--- config.mk ---
export PLATFORM = sky130hd
export DESIGN_NAME = cord_stage
export DESIGN_NICKNAME = d
export VERILOG_FILES = /design/src/rtl/core/cord_pkg.sv /design/src/rtl/core/cord_stage.sv
export SDC_FILE = /design/constraint.sdc
export NUM_CORES = 1
export LEC_CHECK = 0
export BUFFER_PORTS_ARGS = -buffer_cell sky130_fd_sc_hd__buf_2
export CORE_MARGIN = 1
export CORE_UTILIZATION = 57
export CTS_CLUSTER_DIAMETER = 200
export DETAILED_ROUTE_END_ITERATION = 6
export MAX_ROUTING_LAYER = met4
export PLACE_DENSITY = 0.85
export SYNTH_ARGS = -nofsm -noshare
export SYNTH_HDL_FRONTEND = slang
export SYNTH_SLANG_ARGS = --single-unit
--- constraint.sdc ---
create_clock -name aclk -period 4.6 [get_ports aclk]
set_input_delay 0.92 -clock aclk [delete_from_list [all_inputs] [get_ports aclk]]
set_output_delay 0.92 -clock aclk [all_outputs]
set_load 0.01 [all_outputs]
--- src/rtl/core/cord_pkg.sv ---
// Shared types and constants for the CORDIC sine/cosine pipeline.
// No dependencies; used by cord_stage, cordic_sine_cosine and cord_chk.
`default_nettype none

package cord_pkg;

    localparam int DATA_W = 32;
    localparam int ITER_W = 6;
    localparam int LUT_DEPTH = 32;
    localparam int LUT_IDX_W = 5;

    // Gain-compensated start value of x (1/K scaled by 2^30)
    localparam logic signed [DATA_W-1:0] GAIN_INIT = 32'sh26DD3B6A;
    localparam logic [ITER_W-1:0] ITER_RESET = 6'd32;

    // atan(2^-k) scaled by 2^30
    localparam logic [DATA_W-1:0] ATAN_LUT [LUT_DEPTH] = '{
        32'h3243F6A8, 32'h1DAC6705, 32'h0FADBAFC, 32'h07F56EA6,
        32'h03FEAB76, 32'h01FFD55B, 32'h00FFFAAA, 32'h007FFF55,
        32'h003FFFEA, 32'h001FFFFD, 32'h000FFFFF, 32'h0007FFFF,
        32'h0003FFFF, 32'h0001FFFF, 32'h0000FFFF, 32'h00007FFF,
        32'h00003FFF, 32'h00001FFF, 32'h00000FFF, 32'h000007FF,
        32'h000003FF, 32'h000001FF, 32'h000000FF, 32'h0000007F,
        32'h0000003F, 32'h0000001F, 32'h0000000F, 32'h00000008,
        32'h00000004, 32'h00000002, 32'h00000001, 32'h00000000
    };

    // Payload that travels down the pipeline with each beat
    typedef struct packed {
        logic signed [DATA_W-1:0] x;
        logic signed [DATA_W-1:0] y;
        logic signed [DATA_W-1:0] z;
        logic        [ITER_W-1:0] n;
    } cord_data_t;

endpackage : cord_pkg

`default_nettype wire

--- src/rtl/core/cord_stage.sv ---
// One registered CORDIC rotation stage with a valid/ready handshake.
// Depends on cord_pkg for the payload type and the arctangent table.
`default_nettype none

module cord_stage import cord_pkg::*; #(
    parameter int STAGE_IDX = 0
) (
    input  wire logic       aclk,
    input  wire logic       aresetn,
    input  wire logic       in_valid,
    output logic            in_ready,
    input  wire cord_data_t in_data,
    output logic            out_valid,
    input  wire logic       out_ready,
    output cord_data_t      out_data
);

    localparam logic [LUT_IDX_W-1:0] LUT_IDX = LUT_IDX_W'(STAGE_IDX);
    localparam logic [ITER_W-1:0]    K_IDX   = ITER_W'(STAGE_IDX);
    localparam logic signed [DATA_W-1:0] ATAN_K = ATAN_LUT[LUT_IDX];

    logic       valid_reg;
    logic       valid_next;
    cord_data_t data_reg;
    cord_data_t data_next;

    logic signed [DATA_W-1:0] xs;
    logic signed [DATA_W-1:0] ys;
    logic                     active;

    // Take a new beat when empty or when the current one leaves
    assign in_ready  = !valid_reg || out_ready;
    assign out_valid = valid_reg;
    assign out_data  = data_reg;

    // One micro-rotation; pass through once past the iteration count
    always_comb begin
        xs        = in_data.x >>> STAGE_IDX;
        ys        = in_data.y >>> STAGE_IDX;
        active    = K_IDX < in_data.n;
        data_next = in_data;
        if (active) begin
            if (in_data.z[DATA_W-1]) begin
                data_next.x = in_data.x + ys;
                data_next.y = in_data.y - xs;
                data_next.z = in_data.z + ATAN_K;
            end else begin
                data_next.x = in_data.x - ys;
                data_next.y = in_data.y + xs;
                data_next.z = in_data.z - ATAN_K;
            end
        end
    end

    assign valid_next = in_ready ? in_valid : valid_reg;

    // Advance valid bit
    always_ff @(posedge aclk) begin
        if (!aresetn) begin
            valid_reg <= 1'b0;
        end else begin
            valid_reg <= valid_next;
        end
    end

    // Load payload on an accepted beat, hold otherwise
    always_ff @(posedge aclk) begin
        if (in_valid && in_ready) begin
            data_reg <= data_next;
        end
    end

endmodule : cord_stage

`default_nettype wire

; Word level (Yosys, flattened, before mapping)
; Cells that the tools add are included.
; W data, S select, Z words.
[word_totals]
ff_bits = 103
in_bits = 106
elab_cells = 16
[classes]
addsub = 5
order_cmp = 1
mux = 2
n_reduce_logical = 3
[op_table]
columns = op, n
row1 = $mux W96, 2
row2 = $sub A32 B32 Y32, 2
row3 = $add A32 B31 Y32 const B, 1
row4 = $add A32 B32 Y32, 1
row5 = $sub A32 B31 Y32 const B, 1
row6 = $lt A1 B6 Y1 const A, 1
row7 = $logic_and A1 B1 Y1, 1
row8 = $logic_not A1 Y1, 1
row9 = $logic_or A1 B1 Y1, 1

; Logic depth before layout (Yosys ltp)
; Gate-level depths: netlist (run 1).
[depth]
depth_word = 3
ltp_mapped = 14
depth_no_buf = 13

; Least setup slack after synthesis (run 1)
; Ideal clock, no wire load.
[synth_path]
path_type = input to register
start = in in_data[37] (netlist name)
end = reg data_reg, in the netlist out_data[36] (data pin)
arrival_time_ns = 3.859
t_required_ns = 4.333
path_slack_ns = 0.474
path_stages = 14
n_path_buf = 2
cell_sequence = inv_1 -> clkbuf_1 -> clkbuf_1 -> ha_1 -> a211oi_1 -> o21ai_0 -> and4_1 -> a21boi_1 -> a21oi_1 -> a22oi_1 -> a21oi_1 -> a21oi_1 -> xor2_1 -> o21ai_0
[synth_lines]
columns = element, line
row1 = "start, declared", cord_stage.sv:12  ; input wire cord_data_t in_data,
row2 = "end signal, assigned", cord_stage.sv:69  ; data_reg <= data_next;
row3 = "end, declared", cord_stage.sv:24  ; cord_data_t data_reg;

==> results by group, run 1 <==
Run status
  • Outcome: finished with violations
  • Failing checks: design-rule violations

Setup path
  • Startpoint types: input port
  • Critical-path cell list: buf_2 -> inv_1 -> ha_1 -> a21oi_1 -> o21ai_0 -> or3_1 -> a311o_1 -> a41oi_1 -> o21ai_1 -> a2111oi_0 -> a21oi_1 -> xnor2_1 -> o21ai_1
  • CP max FO: 17
  • Crit-path slowest cell: ha_1
  • CP Buf/Inv Count: 2
  • Crit end category: flop
  • Kind of critical path: in -> reg
  • Data required time at the worst endpoint: 4690 ps
  • Worst Path Arrival: 4100 ps
  • Max incr delay on CP: 520 ps
  • CP top delay family: compound AO/OA/AOI/OAI gates

Synth
  • Commonest cells post-synth: a21oi_1, nor2_1, ha_1
  • Sequential fraction of the synthesis area: 28.9%
  • Synth Register Bits: 103
  • Syn_area_per_cell: 8.17 um2
  • Mapped cell area: 10,700 um2
  • Most instantiated library cell after synthesis: a21oi_1
  • Cell taking the most area after synthesis: edfxtp_1
  • Asr flop ratio synth: 0%
  • Number of synthesized flops with an enable pin: 102
  • Yosys top cell area share: 28.7%
  • Ys flop type: edfxtp_1
  • Post-Synthesis Cells: 1,305
  • Synth top area cells: edfxtp_1, ha_1, a21oi_1
  • Syn Nets: 1,536
  • Yosys synthesis warning count: 0
  • Synth cell types: 74

Placed design
  • Placed inst area: 12,000 um2
  • Port Buffers: 209
  • Placed instance count: 1,708
  • DP Wirelength: 24.8 mm
  • Routability-driven placement congestion ratio: 1.01

Floorplanning
  • Die H: 139 um
  • Die Width: 139 um
  • Die area: 19,300 um2
  • Num rows: 49
  • Core Region: 18,100 um2
  • IO Count: 210
  • Starting Density: 58.7%

Power and ir drop
  • Peak VDD IR: 0.211 mV
  • Seq pwr share: 36.1%
  • Sw frac: 37.3%
  • Int Pwr: 2.15 mW
  • Clk pwr share: 23.0%
  • Combinational fraction of design power: 40.9%
  • Pleak: 5.52 nW
  • Power Density: 280 nW/um2
  • P_sw: 1.28 mW

Routing
  • DRT Wirelength: 32.2 mm
  • Average wire per standard cell: 18.7 um
  • DRC violation count after routing: 23
  • Via-to-Cell Ratio: 6.14
  • DRT Pass-1 Iters: 7
  • Post-route ant nets: 0
  • Iter 0 DRT Violations: 1,178
  • DR vias: 10,600

Run
  • Max Cap Viol: 0

GRT
  • Vias in the first global route: 9,912
  • Largest net degree at the start of global routing: 61
  • Total grt overflow: 0
  • Global-route wire length before repair: 51.1 mm
  • All-layer global routing usage: 34.2%
  • Initial antenna violation count: 0

STA
  • Period minus WS final: 4010 ps
  • Hold Slack: 576 ps
  • Max-slew violations: 0
  • Fin. Hold Viols: 0
  • Max-slew headroom: 43.3%
  • Worst-Margin Slew: 851 ps
  • Final period util: 87.2%
  • Fmax: 249 MHz
  • Setup Skew: 7.66 ps
  • Final setup viols: 0
  • Unrepaired setup endpoints after global routing: false
  • Setup TNS Final: 0 ps

Clocking
  • Clock root cell: clkbuf_16
  • Clk buf depth: 2
  • Post-CTS Setup Inserts: 0
  • Post-CTS sizing: 0
  • Num CTS Buffers: 9
  • Clock tree from TritonCTS: done
  • Clock slew at reported path FFs: 80 ps
  • Clk sinks: 103
  • Htree depth: 3
  • Worst skew pair latency: 360 ps
  • CTS Hold Bufs: 0

Final layout
  • Antenna cells: 0
  • Layout area overhead: 15.0%
  • Fillers: 1,573
  • FF+latch area: 3080 um2
  • Share of layout cells above drive strength 1: 18.5%
  • Final Non-Filler Cells: 1,724
  • Multi-input gate area: 6940 um2
  • Nets: 1,721
  • Fin area: 12,300 um2

Worst hold path
  • Worst Hold Class: reg -> reg
-- worst register-to-register path: cells and delay by family, from the launching register on --
| kind | cells | cell delay (ps) |
|---|---|---|
| buffers and inverters | 1 | 440 |
| flip-flops | 1 | 320 |
| AND/OR/NAND/NOR | 2 | 810 |
-- logic make-up (layout without fill, tap and decap cells) --
family	after synthesis	count (layout)	synth area share, %
xor gates and xnor gates	86	86	7.07
muxes	13	13	1.22
adders and majority gates	125	125	15.0
DFF	103	103	28.9
and+or+nand+nor	357	357	15.2
buffers and inverters	168	358	6.10
AOI/OAI and AO/OA	453	453	26.5
-- power by group through the flow --
stage               Combinational [mW]  Clock, mW  Sequential, mW
finish                            1.40      0.791            1.24
detailed placement                1.37          0            1.26
global route                      1.52      0.827            1.25
CTS                               1.38      0.797            1.24
global placement                  1.35          0            1.26
floorplan                        0.848          0            1.33
-- stage by stage --
step                      setup WS, ps  utilization, %  power (mW)
after floorplan                    474               -        2.18
after global placement             415            66.0        2.61
after detailed placement           324            66.0        2.63
after CTS                          694            67.6        3.41
after global routing               398            67.6        3.60
final                              588            67.6        3.43
-- registers in the layout, indices dropped and copies added (netlist names) --
name and flops:
out_valid 1, out_data 102
-- final timing paths --
| kind | startpoint | slack, ps | to | cells after the start |
|---|---|---|---|---|
| max | in_data[48] | 590 | out_data[99] | 13 |
| min | out_valid | 580 | out_valid | 2 |
| max reg2reg | out_valid | 2700 | out_data[81] | 3 |
| min reg2reg | out_valid | 580 | out_valid | 2 |
-- layout make-up --
type                    instances  share of cell area (%)
repair buffers                239                    10.4
flip-flops and latches        103                    25.1
inverters                     103                    3.15
multi-input cells            1034                    56.6
well taps                     229                    2.34
clock buffers                  10                    1.95
clock inverters                 6                   0.439
-- cell usage in the layout, fill, tap and decap left out, types with 23 or more instances in the layout --
cell | synthesis | final
a21o_1 | 33 | 33
a21oi_1 | 177 | 177
buf_2 | 16 | 209
buf_4 | 0 | 30
edfxtp_1 | 102 | 102
ha_1 | 121 | 121
inv_1 | 101 | 101
nand2_1 | 92 | 92
nor2_1 | 144 | 144
nor3_1 | 23 | 23
o21ai_0 | 85 | 85
o21ai_1 | 23 | 23
xnor2_1 | 57 | 57
xor2_1 | 29 | 29
-- layer usage --
metal	track usage, %	share of wire, %	up-vias
met5	-	0	-
met4	13.4	3.2	0
met3	4.80	8.3	83
met2	54.2	46	580
met1	44.3	43	4892
li1	-	-	5034
Power figures use the tool's default switching activity.
==> run 2, diff against run 1 <==
CORE_UTILIZATION = 38   (was 57)
PLACE_DENSITY = 0.62   (was 0.85)
SLEW_MARGIN = 5   (was default)
==> run 2 against run 1 <==
Net effect: the flow now finishes without violations; critical path depth is the same; sequential power barely moved; cell count increased by 8.5%; die area rose by 49%; non-clock buffer count unchanged; flip-flop and latch count stayed put; utilization down 22 points; cell area is 1.5% higher; worst hold slack better by 7.5 ps; first-iteration DRC count down 3.7%; count of clock-buffer cells in the layout is 1 lower; sequential share of layout area fell by 0.37 points; largest cell class unchanged; largest power group unchanged.
==> results by group, run 2 (synthesized netlist as in run 1, its figures left out) <==
Clocking
  • Clock tree from TritonCTS: done
  • Post-CTS sizing: 0
  • Clk buf depth: 2
  • Htree depth: 3
  • Clk sinks: 103
  • Post-CTS Setup Inserts: 0
  • Clock slew at reported path FFs: 80 ps
  • Worst skew pair latency: 370 ps
  • Clock root cell: clkbuf_16
  • Num CTS Buffers: 9
  • CTS Hold Bufs: 0

STA
  • Unrepaired setup endpoints after global routing: false
  • Worst-Margin Slew: 909 ps
  • Period minus WS final: 4070 ps
  • Fin. Hold Viols: 0
  • Hold Slack: 584 ps
  • Setup Skew: 12.3 ps
  • Max-slew violations: 0
  • Final period util: 88.5%
  • Max-slew headroom: 37.9%
  • Setup TNS Final: 0 ps
  • Fmax: 246 MHz
  • Final setup viols: 0

Routing
  • DRC violation count after routing: 0
  • Post-route ant nets: 0
  • Average wire per standard cell: 18.0 um
  • Via-to-Cell Ratio: 5.56
  • Iter 0 DRT Violations: 1,135
  • DRT Wirelength: 33.7 mm
  • DR vias: 10,400
  • DRT Pass-1 Iters: 6

Setup path
  • CP dominant cell by count: o21ai_1
  • Crit-path slowest cell: a2111oi_0
  • Crit end category: flop
  • Critical-path cell list: buf_2 -> inv_1 -> ha_1 -> nand2_1 -> o21ai_0 -> or3_1 -> a311o_1 -> a41oi_1 -> o21ai_1 -> a2111oi_0 -> a21oi_1 -> xnor2_1 -> o21ai_1
  • Startpoint types: input port
  • Max incr delay on CP: 540 ps
  • CP max FO: 15
  • Worst Path Arrival: 4170 ps
  • CP top delay family: compound AO/OA/AOI/OAI gates
  • Kind of critical path: in -> reg
  • CP Buf/Inv Count: 2
  • Data required time at the worst endpoint: 4700 ps

Floorplanning
  • Core Region: 27,300 um2
  • Die Width: 169 um
  • Die H: 169 um
  • Num rows: 60
  • Die area: 28,700 um2
  • IO Count: 210
  • Starting Density: 39.1%

Placed design
  • Port Buffers: 209
  • Placed instance count: 1,851
  • Routability-driven placement congestion ratio: 0.952
  • DP Wirelength: 26.0 mm
  • Placed inst area: 12,200 um2

Final layout
  • Fillers: 2,777
  • Share of layout cells above drive strength 1: 18.5%
  • Layout area overhead: 16.8%
  • Multi-input gate area: 6940 um2
  • FF+latch area: 3080 um2
  • Fin area: 12,400 um2
  • Commonest non-fill, non-tap cells in the layout: buf_2, a21oi_1, nor2_1
  • Nets: 1,721
  • Max reg flops: 102
  • Most common library cell in the layout ignoring fill and taps: buf_2
  • Final Non-Filler Cells: 1,870
  • Final core utilization: 45.7%

GRT
  • M2 GR Usage: 37.0%
  • Initial antenna violation count: 3
  • Total grt overflow: 0
  • Global-route wire length before repair: 52.5 mm
  • Routing usage on met3: 3.36%
  • Largest net degree at the start of global routing: 56
  • Vias in the first global route: 9,942
  • GRT met1 Usage: 31.9%
  • All-layer global routing usage: 23.8%
  • Busiest grt layer: met2

Worst hold path
  • Worst Hold Class: reg -> reg

Run status
  • Outcome: finished, final reports clean

Power and ir drop
  • Pleak: 5.51 nW
  • Peak VDD IR: 0.150 mV
  • Power Density: 277 nW/um2

Run
  • Max Cap Viol: 0
[run 2: through the flow]
stage	setup slack, ps	power [mW]
6_report	527	3.45
5_1_grt	325	3.65
4_1_cts	590	3.46
3_5_place_dp	213	2.64
3_3_place_gp	233	2.63
2_1_floorplan	474	2.18
[run 2: layout make-up]
cell class	count	share of cell area, %
Clock inverter	7	0.513
Tap cell	372	3.74
Inverter	103	3.11
Antenna cell	3	0.0603
Multi-Input combinational cell	1034	55.8
Timing Repair Buffer	239	10.2
Sequential cell	103	24.8
Clock buffer	9	1.81
[run 2: worst min-delay path: cells and delay by family (launching register included)]
| kind | cells | cell delay, ps |
|---|---|---|
| AOI/OAI and AO/OA | 1 | 100 |
| DFF | 1 | 320 |
| and+or+nand+nor | 1 | 120 |
[run 2: path summary, 6_finish.rpt]
kind	to	from	slack, ps	cells past startpoint
max	out_data[99]	in_data[49]	530	13
min	out_valid	out_valid	580	2
min reg2reg	out_valid	out_valid	580	2
max reg2reg	out_data[49]	out_valid	2800	3
[run 2: layer usage]
layer	wire length (um)	share of wire, %
met1	15600	46
met2	15000	45
met3	2310	6.9
met4	771	2.3
met5	0	0
[run 2: power breakdown]
part	switching [mW]	leakage, nW	internal (mW)
Combinational	0.850	4.38	0.556
Clock	0.431	0.136	0.381
Sequential	0.0297	0.995	1.21
Total	1.31	5.51	2.14
==> run 3, diff against run 2 <==
CTS_CLUSTER_DIAMETER = default   (was 200)
clock period = 5 ns   (was 4.6 ns; I/O delays follow)
==> run 3 against run 2 <==
Net effect: sequential power decreased by 8%; worst setup slack improved by 340 ps; first-iteration DRC count decreased by 8.7%; die area unchanged; clock power decreased by 11%; largest power group unchanged; largest cell class unchanged; critical path depth unchanged.
==> results by group, run 3 (synthesized netlist as in run 1, its figures left out) <==
Placed design
  • DP Wirelength: 26.0 mm
  • Routability-driven placement congestion ratio: 0.950
  • Placed instance count: 1,838
  • Port Buffers: 209

Run
  • Max Cap Viol: 0

Clocking
  • Clk buf depth: 2
  • Htree depth: 3
  • Post-CTS sizing: 0
  • Clk sinks: 103
  • CTS Hold Bufs: 0
  • Clock tree from TritonCTS: done
  • Post-CTS Setup Inserts: 0
  • Num CTS Buffers: 9
  • Worst skew pair latency: 360 ps
  • Clock root cell: clkbuf_16
  • Clock slew at reported path FFs: 80 ps

STA
  • Unrepaired setup endpoints after global routing: false
  • Max-slew violations: 0
  • Setup Skew: 8.65 ps
  • Fin. Hold Viols: 0
  • Max-slew headroom: 42.4%
  • Final setup viols: 0
  • Worst-Margin Slew: 841 ps
  • Period minus WS final: 4140 ps
  • Final period util: 82.7%
  • Setup TNS Final: 0 ps
  • Fmax: 242 MHz

Final layout
  • Fillers: 2,804
  • Commonest non-fill, non-tap cells in the layout: buf_2, a21oi_1, nor2_1
  • Nets: 1,708
  • Final Non-Filler Cells: 1,857
  • Layout area overhead: 15.9%
  • Share of layout cells above drive strength 1: 17.8%
  • Most common library cell in the layout ignoring fill and taps: buf_2
  • Max reg flops: 102

Routing
  • Max layer used: met4
  • DR vias: 10,200
  • Post-route ant nets: 0
  • DRT Wirelength: 33.2 mm
  • Met1 Wirelength: 15.6 mm
  • Via-to-Cell Ratio: 5.51
  • Average wire per standard cell: 17.9 um
  • DRT Pass-1 Iters: 5
  • Met2 WL: 14.7 mm
  • Iter 0 DRT Violations: 1,036
  • WL met3: 2.14 mm
  • DRC violation count after routing: 0

Floorplanning
  • Die Width: 169 um
  • Starting Density: 39.1%
  • Die area: 28,700 um2
  • Core Region: 27,300 um2
  • Num rows: 60
  • Die H: 169 um
  • IO Count: 210

Power and ir drop
  • Peak VDD IR: 0.138 mV
  • Pleak: 5.45 nW
  • Power Density: 254 nW/um2

Setup path
  • Worst Path Arrival: 4230 ps
  • CP dominant cell by count: o21ai_1
  • FF-to-FF path depth: 3
  • Kind of critical path: in -> reg
  • Register-to-register path setup slack: 3180 ps
  • Max incr delay on CP: 540 ps
  • Critical-path cell list: buf_2 -> inv_1 -> ha_1 -> nand2_1 -> o21ai_0 -> or3_1 -> a311o_1 -> a41oi_1 -> o21ai_1 -> a2111oi_0 -> a21oi_1 -> xnor2_1 -> o21ai_1
  • CP max FO: 15
  • Crit-path slowest cell: a2111oi_0
  • Crit end category: flop
  • Data required time at the worst endpoint: 5100 ps
  • Startpoint types: input port

GRT
  • Largest net degree at the start of global routing: 52
  • All-layer global routing usage: 23.3%
  • Vias in the first global route: 9,555
  • Initial antenna violation count: 3
  • Total grt overflow: 0
  • Global-route wire length before repair: 51.1 mm

Run status
  • Outcome: finished, final reports clean

Worst hold path
  • Worst Hold Class: reg -> reg
  • Hold Path Stages: 2
## run 3: stage by stage
step / hold slack (ps) / worst slack, ps / cell area, um2 / power [mW] / utilization [%]
after floorplan: 610 / 794 / 10700 / 2.00 / -
after global placement: 596 / 555 / 12100 / 2.41 / 44.2
after detailed placement: 590 / 541 / 12100 / 2.41 / 44.2
after CTS: 602 / 924 / 12300 / 3.15 / 45.3
after global routing: 616 / 637 / 12400 / 3.32 / 45.3
final: 575 / 864 / 12400 / 3.14 / 45.3
## run 3: critical path: cells and delay by family
kind            cells  cell delay, ps
compound gates      7            1770
simple gates        2             640
fa+ha+maj           1             500
buf+inv             2             170
xor+xnor            1             160
## run 3: worst paths after layout
check | start | to
max | in_data[49] | out_data[99]
min | out_valid | out_valid
max reg2reg | out_valid | out_data[48]
min reg2reg | out_valid | out_valid
## run 3: area by class of cell
type | count | area, um2 | area share (%)
diodes | 3 | 7.51 | 0.0608
clock buffers | 9 | 225 | 1.82
clock inverters | 7 | 63.8 | 0.517
inverters | 103 | 387 | 3.13
multi-input cells | 1034 | 6940 | 56.2
flip-flops and latches | 103 | 3080 | 25.0
well taps | 372 | 465 | 3.77
repair buffers | 226 | 1180 | 9.52
## run 3: layer usage
| layer | global-route usage, % | up-vias |
|---|---|---|
| met4 | 6.85 | 0 |
| li1 | - | 5019 |
| met3 | 3.01 | 45 |
| met2 | 35.7 | 412 |
| met5 | - | - |
| met1 | 32.0 | 4759 |
## run 3: where the power goes
part	switching, mW	total, mW	internal, mW
combinational	0.778	1.28	0.499
clock	0.375	0.725	0.350
sequential	0.0277	1.14	1.11
